## src/sv/hufc_pkg.sv

```systemverilog
// Shared types and constants of the Huffman cost block.
package hufc_pkg;

  localparam int MAX_ITEMS_DEF   = 1024;
  localparam int WEIGHT_BITS_DEF = 16;
  localparam int WEIGHT_IN_W     = 16;
  localparam int COST_W          = 48;
  localparam int COUNT_OUT_W     = 11;

  // Datapath operations, one per cycle.
  typedef enum logic [3:0] {
    OP_NONE,
    OP_ACCEPT,
    OP_UP_ROOT,
    OP_UP_READ,
    OP_UP_CMP,
    OP_POP_READ,
    OP_POP_LOAD,
    OP_SIFT,
    OP_TOP_READ,
    OP_TOP_LOAD,
    OP_EMIT
  } hufc_op_e;

  typedef struct packed {
    hufc_op_e op;
    logic     replace;  // sift of a merge sum: add it to the cost when it settles
  } hufc_cmd_t;

  typedef struct packed {
    logic full;        // heap holds MAX_ITEMS entries
    logic in_last;     // last flag of the request on the input port
    logic last;        // last flag of the request being inserted
    logic i_zero;      // insert position is the root
    logic up_done;     // parent is not larger: insert settles here
    logic up_to_root;  // next insert position is the root
    logic one_left;    // at most one entry in the heap
    logic sift_done;   // sifted value settles at the current position
    logic out_free;    // output register can take a result this cycle
  } hufc_st_t;

endpackage

```

## src/sv/hufc_ctrl.sv

```systemverilog
// Sequencer of the Huffman cost block: insert, merge and emit phases.
module hufc_ctrl (
  input  logic                clk_i,
  input  logic                rst_ni,
  input  logic                in_valid_i,
  output logic                in_stall_o,
  output hufc_pkg::hufc_cmd_t cmd_o,
  input  hufc_pkg::hufc_st_t  st_i
);
  import hufc_pkg::*;

  localparam logic [3:0] S_IDLE   = 4'd0;
  localparam logic [3:0] S_UP     = 4'd1;
  localparam logic [3:0] S_UP_CMP = 4'd2;
  localparam logic [3:0] S_MRG    = 4'd3;
  localparam logic [3:0] S_POP_LD = 4'd4;
  localparam logic [3:0] S_SIFT   = 4'd5;
  localparam logic [3:0] S_TOP_RD = 4'd6;
  localparam logic [3:0] S_TOP_LD = 4'd7;
  localparam logic [3:0] S_EMIT   = 4'd8;

  logic [3:0] state_q, state_d;
  logic       replace_q, replace_d;

  assign in_stall_o = (state_q != S_IDLE);

  always_comb begin
    state_d       = state_q;
    replace_d     = replace_q;
    cmd_o.op      = OP_NONE;
    cmd_o.replace = replace_q;
    unique case (state_q)
      S_IDLE: begin
        if (in_valid_i) begin
          cmd_o.op = OP_ACCEPT;
          if (!st_i.full) begin
            state_d = S_UP;
          end else if (st_i.in_last) begin
            state_d = S_MRG;
          end
        end
      end
      S_UP: begin
        if (st_i.i_zero) begin
          cmd_o.op = OP_UP_ROOT;
          state_d  = st_i.last ? S_MRG : S_IDLE;
        end else begin
          cmd_o.op = OP_UP_READ;
          state_d  = S_UP_CMP;
        end
      end
      S_UP_CMP: begin
        cmd_o.op = OP_UP_CMP;
        if (st_i.up_done) begin
          state_d = st_i.last ? S_MRG : S_IDLE;
        end else if (st_i.up_to_root) begin
          state_d = S_UP;
        end
      end
      S_MRG: begin
        if (st_i.one_left) begin
          state_d = S_EMIT;
        end else begin
          cmd_o.op  = OP_POP_READ;
          replace_d = 1'b0;
          state_d   = S_POP_LD;
        end
      end
      S_POP_LD: begin
        cmd_o.op = OP_POP_LOAD;
        state_d  = S_SIFT;
      end
      S_SIFT: begin
        cmd_o.op = OP_SIFT;
        if (st_i.sift_done) begin
          state_d = replace_q ? S_MRG : S_TOP_RD;
        end
      end
      S_TOP_RD: begin
        cmd_o.op = OP_TOP_READ;
        state_d  = S_TOP_LD;
      end
      S_TOP_LD: begin
        cmd_o.op  = OP_TOP_LOAD;
        replace_d = 1'b1;
        state_d   = S_SIFT;
      end
      S_EMIT: begin
        if (st_i.out_free) begin
          cmd_o.op = OP_EMIT;
          state_d  = S_IDLE;
        end
      end
      default: begin
        state_d = S_IDLE;
      end
    endcase
  end

  always_ff @(posedge clk_i or negedge rst_ni) begin
    if (!rst_ni) begin
      state_q   <= S_IDLE;
      replace_q <= 1'b0;
    end else begin
      state_q   <= state_d;
      replace_q <= replace_d;
    end
  end

endmodule

```

## config.mk

```make
export PLATFORM = sky130hd
export DESIGN_NAME = hufc_ctrl
export DESIGN_NICKNAME = d
export VERILOG_FILES = /design/src/sv/hufc_pkg.sv /design/src/sv/hufc_ctrl.sv
export SDC_FILE = /design/constraint.sdc
export NUM_CORES = 1
export LEC_CHECK = 0
export BUFFER_PORTS_ARGS = -buffer_cell sky130_fd_sc_hd__buf_2
export CORE_MARGIN = 3
export CORE_UTILIZATION = 30
export DETAILED_ROUTE_END_ITERATION = 10
export GPL_ROUTABILITY_DRIVEN = 0
export MAX_ROUTING_LAYER = met4
export PLACE_DENSITY = 0.55
export RECOVER_POWER = 25
export SYNTH_ARGS = -nofsm -noshare
export SYNTH_HDL_FRONTEND = slang
export SYNTH_SLANG_ARGS = --single-unit
```

## constraint.sdc

```tcl
create_clock -name clk_i -period 2.65 [get_ports clk_i]
set_clock_uncertainty 0.1 [all_clocks]
set_input_delay 0.53 -clock clk_i [delete_from_list [all_inputs] [get_ports clk_i]]
set_output_delay 0.53 -clock clk_i [all_outputs]
set_load 0.02 [all_outputs]
```

==> results.md <==
Placement:
- Once placement completed, the tool counted placed cells totaling 89.
- The quantity of I/O buffers inserted on ports is 17.
- The pre-CTS setup slack is 704 ps.
- After legalization and detailed placement, the total HPWL measured 841 µm.

Status:
- The flow ran to the end, and the final reports show no timing, DRC or antenna violations.

Pwr:
- Registers are responsible for 30.5% of the overall power.
- The peak supply drop is 0.000437 V.
- The static leakage power is 0.261 nW.
- The share of total power in combinational logic is 56.9%.
- The reported net switching power is 350 µW.
- The share of power burned in the clock network is 12.6%.
- The power per standard cell area is 1230 mW/mm².
- Net switching is 50.1% of the power.
- The internal portion of the total power is 348 µW.

CTS:
- The clock network latency to the later pin of the worst-skew pair is 240 ps.
- The TritonCTS buffer count is 3.
- Clock-pin slew was measured on the worst setup and hold paths at 40 ps.
- The cell sitting at the root of the clock tree is a sky130_fd_sc_hd__clkbuf_4.
- The maximum buffer depth of the clock tree is 2.
- The number of resized instances in the post-cts repair step is 0.
- The number of sinks driven by the clock tree is 5.
- The number of levels the H-tree was split into is 1.
- TritonCTS built the clock tree.

Global routing:
- The overall track demand over capacity in global routing is 12.4%.
- The initial antenna violation count was 0.
- The first-pass GRT wire length is 1800 µm.
- The global route total overflow is 0.
- The via count of the first global-routing pass is 430.
- The maximum number of pins on one net before global-route repair is 18.

Synthesis:
- The share of flip-flops with an asynchronous set or reset is 100%.
- The sequential area share after synthesis is 26.7%.
- Summed over all instances, the cell type with the most area after synthesis is sky130_fd_sc_hd__dfrtp_1.
- The post-synth net total is 75.
- During synthesis, Yosys emitted a total of 0 warnings.
- The leading register cell type out of synthesis is sky130_fd_sc_hd__dfrtp_1.
- After synthesis the netlist holds a flip-flop and latch count of 5.
- Ranked by instance count, the synthesized netlist is headed by 7 x sky130_fd_sc_hd__nand2_1, 6 x sky130_fd_sc_hd__a21oi_1, 6 x sky130_fd_sc_hd__nor2_1.
- After synthesis, the cell types taking the most area are sky130_fd_sc_hd__dfrtp_1 27%, sky130_fd_sc_hd__a21oi_1 6.4%, sky130_fd_sc_hd__nand2_1 5.6%, sky130_fd_sc_hd__o21ai_0 5.3%, sky130_fd_sc_hd__nor2_1 4.8%.
- The area share of the largest cell type after synthesis is 26.7%.
- The count of mapped cells out of synthesis is 63.
- The most frequent cell after synthesis is sky130_fd_sc_hd__nand2_1.
- Dividing the synthesized area by the synthesized cell count gives 7.43 µm².
- After synthesis, the netlist uses 30 different library cells.
- Summing every instance area after synthesis gives 468 µm².
- The number of flops mapped to enable cells by yosys is 0.

Floorplan:
- The overall die height is 45.5 µm.
- The area enclosed by the die boundary is 0.00207 mm².
- The die outline width is 45.5 µm.
- 18 I/O pins were placed.
- Once the floorplan was initialized, standard cells occupied 33.8% of the core.
- The floorplan step defined a core boundary enclosing 0.00138 mm².
- The initialized floorplan defines 13 standard-cell rows.

Detailed routing:
- In this run the remaining antenna-violating nets after routing total 0.
- The first TritonRoute pass finished after 4 iterations.
- The vias per cell is 5.19.
- The detailed-route via count is 488.
- In the routed design, unresolved DRC markers number 0.
- The number of violations reported at the end of detailed-routing iteration 0 is 15.
- The final layout contains routed wiring with a total length of 1110 µm.
- Dividing the detail-routed wire length by the instance count gives 11.8 µm.

Timing:
- Of the available clock period, the critical path in the final layout requires 83.5%.
- Setup repair after global routing left no endpoint under its margin.
- The number of pins exceeding their max-slew limit in the final report is 0.
- The number of hold violations in the final report came to 0.
- Derived from the worst setup path, the maximum achievable clock frequency is 452 MHz.
- The worst pin sits at a relative slew slack of 68.3%.
- Setup slack closes at 436 ps.
- The routed design could run at a clock period as short as 2210 ps.
- The final-report setup violation count is 0.
- The hold slack is 422 ps.
- The setup TNS is 0 ps.
- The slew at the pin closest to its max-slew limit is 475 ps.

Hold path:
- The cell depth of the worst hold path is 2.
- The worst hold path belongs to the class primary input to flop.
- The critical hold path startpoint is st_i[1].
- The path with the worst hold slack has its endpoint at state_q[0].

Layout:
- The number of antenna diodes in the final layout is 0.
- The count of cells in the finished layout, fillers not included, comes to 94.
- The number of nets in the final layout is 92.
- The filler cells instantiated in the layout total 157.
- The area overhead of the layout relative to synthesis is 21.4%.
- The fraction of layout instances using a drive strength above 1 is 27.8%.

Setup path:
- The number of cell instances on the worst register-to-register path is 4.
- Across all register-to-register paths, the minimum setup slack is 930 ps.
- STA classifies the critical path startpoint as a flop.
- The kind of end point of the critical path is an output pin.
- The beginning of the worst register-to-register path is state_q[0].
- The endpoint arrival time on the critical path is 1580 ps.
- The worst register-to-register path ends at state_q[0].
- The data required time at the worst endpoint is 2020 ps.
- In this run the worst path has a maximum fanout of 17.
- By startpoint and endpoint, the worst setup path is classified as flop to output pin.

Job:
- The number of max-cap violations is 0.
[logic make-up after synthesis]
kind of cell / Yosys count / share of synthesized area, %
XOR/XNOR: 1 / 1.87
buffers and inverters: 10 / 11.5
AND/OR/NAND/NOR: 24 / 25.7
flip-flops: 5 / 26.7
multiplexers: 1 / 2.14
AO/OA/AOI/OAI: 22 / 32.1
[stage by stage]
| stage | instance area [µm²] | total power, mW | util [%] |
|---|---|---|---|
| floorplan | 468 | 0.538 | - |
| detailed placement | 533 | 0.613 | 38.6 |
| global placement | 533 | 0.617 | 38.6 |
| finish | 568 | 0.698 | 41.1 |
| CTS | 569 | 0.708 | 41.2 |
| global route | 568 | 0.765 | 41.1 |
[area by class of cell]
type	instances	area, µm²	share of cell area [%]
Multi-Input combinational cell	48	289	50.9
Sequential cell	5	125	22.0
Timing Repair Buffer	18	93.8	16.5
Clock buffer	4	26.3	4.63
Tap cell	15	18.8	3.30
Inverter	4	15.0	2.64
[what timing repair did]
item | CTS | global route
hold buffers | 1 | 0
hold endpoints to repair | 5 | 0
setup buffers | 0 | 0
[worst max-delay path, stage by stage (launching register included)]
cell                        delay (ps)
sky130_fd_sc_hd__dfrtp_1           620
sky130_fd_sc_hd__nor2_1            140
sky130_fd_sc_hd__a21oi_1           180
sky130_fd_sc_hd__a2bb2oi_1         180
sky130_fd_sc_hd__nor2_1             50
sky130_fd_sc_hd__buf_2             170
[state kept, by name, summed over array words and instances, names as in the netlist]
name       cells
state_q        4
replace_q      1
[power by group through the flow]
| stage | Sequential (mW) | Clock (mW) | Combinational (mW) |
|---|---|---|---|
| floorplan | 0.133 | 0 | 0.405 |
| detailed placement | 0.213 | 0 | 0.400 |
| global route | 0.227 | 0.0947 | 0.443 |
| CTS | 0.213 | 0.0926 | 0.402 |
| global placement | 0.214 | 0 | 0.403 |
| finish | 0.213 | 0.0880 | 0.397 |
[layer usage]
| metal | vias to the layer above | share of wire (%) | track usage, % | routed length (µm) |
|---|---|---|---|---|
| met5 | - | 0 | - | 0 |
| met1 | 213 | 51 | 16.7 | 562 |
| met4 | 0 | 1.4 | 5.26 | 16 |
| li1 | 257 | - | - | - |
| met3 | 2 | 5.1 | 4.74 | 57 |
| met2 | 16 | 43 | 16.2 | 472 |
[cell usage in the layout, fill, tap and decap left out, types with 2 or more instances in the layout]
| master | instances |
|---|---|
| sky130_fd_sc_hd__o21ai_0 | 5 |
| sky130_fd_sc_hd__clkbuf_1 | 2 |
| sky130_fd_sc_hd__nor2b_1 | 2 |
| sky130_fd_sc_hd__clkbuf_4 | 3 |
| sky130_fd_sc_hd__nand3b_1 | 2 |
| sky130_fd_sc_hd__nor2_1 | 6 |
| sky130_fd_sc_hd__buf_2 | 16 |
| sky130_fd_sc_hd__nor4_1 | 2 |
| sky130_fd_sc_hd__dfrtp_1 | 5 |
| sky130_fd_sc_hd__a2bb2oi_1 | 2 |
| sky130_fd_sc_hd__inv_1 | 3 |
| sky130_fd_sc_hd__nand2_1 | 7 |
| sky130_fd_sc_hd__a21oi_1 | 6 |
[how the worst max path moves through the flow]
stage                          start       end  slack (ps)  depth (start not counted)
after floorplan           state_q[0]  cmd_o[4]         630                          5
final                     state_q[0]  cmd_o[1]         440                          5
after CTS                 state_q[0]  cmd_o[1]         440                          5
after global routing      state_q[0]  cmd_o[2]         300                          5
after global placement    state_q[0]  cmd_o[1]         740                          5
after detailed placement  state_q[0]  cmd_o[1]         700                          5
Power figures use the tool's default switching activity.
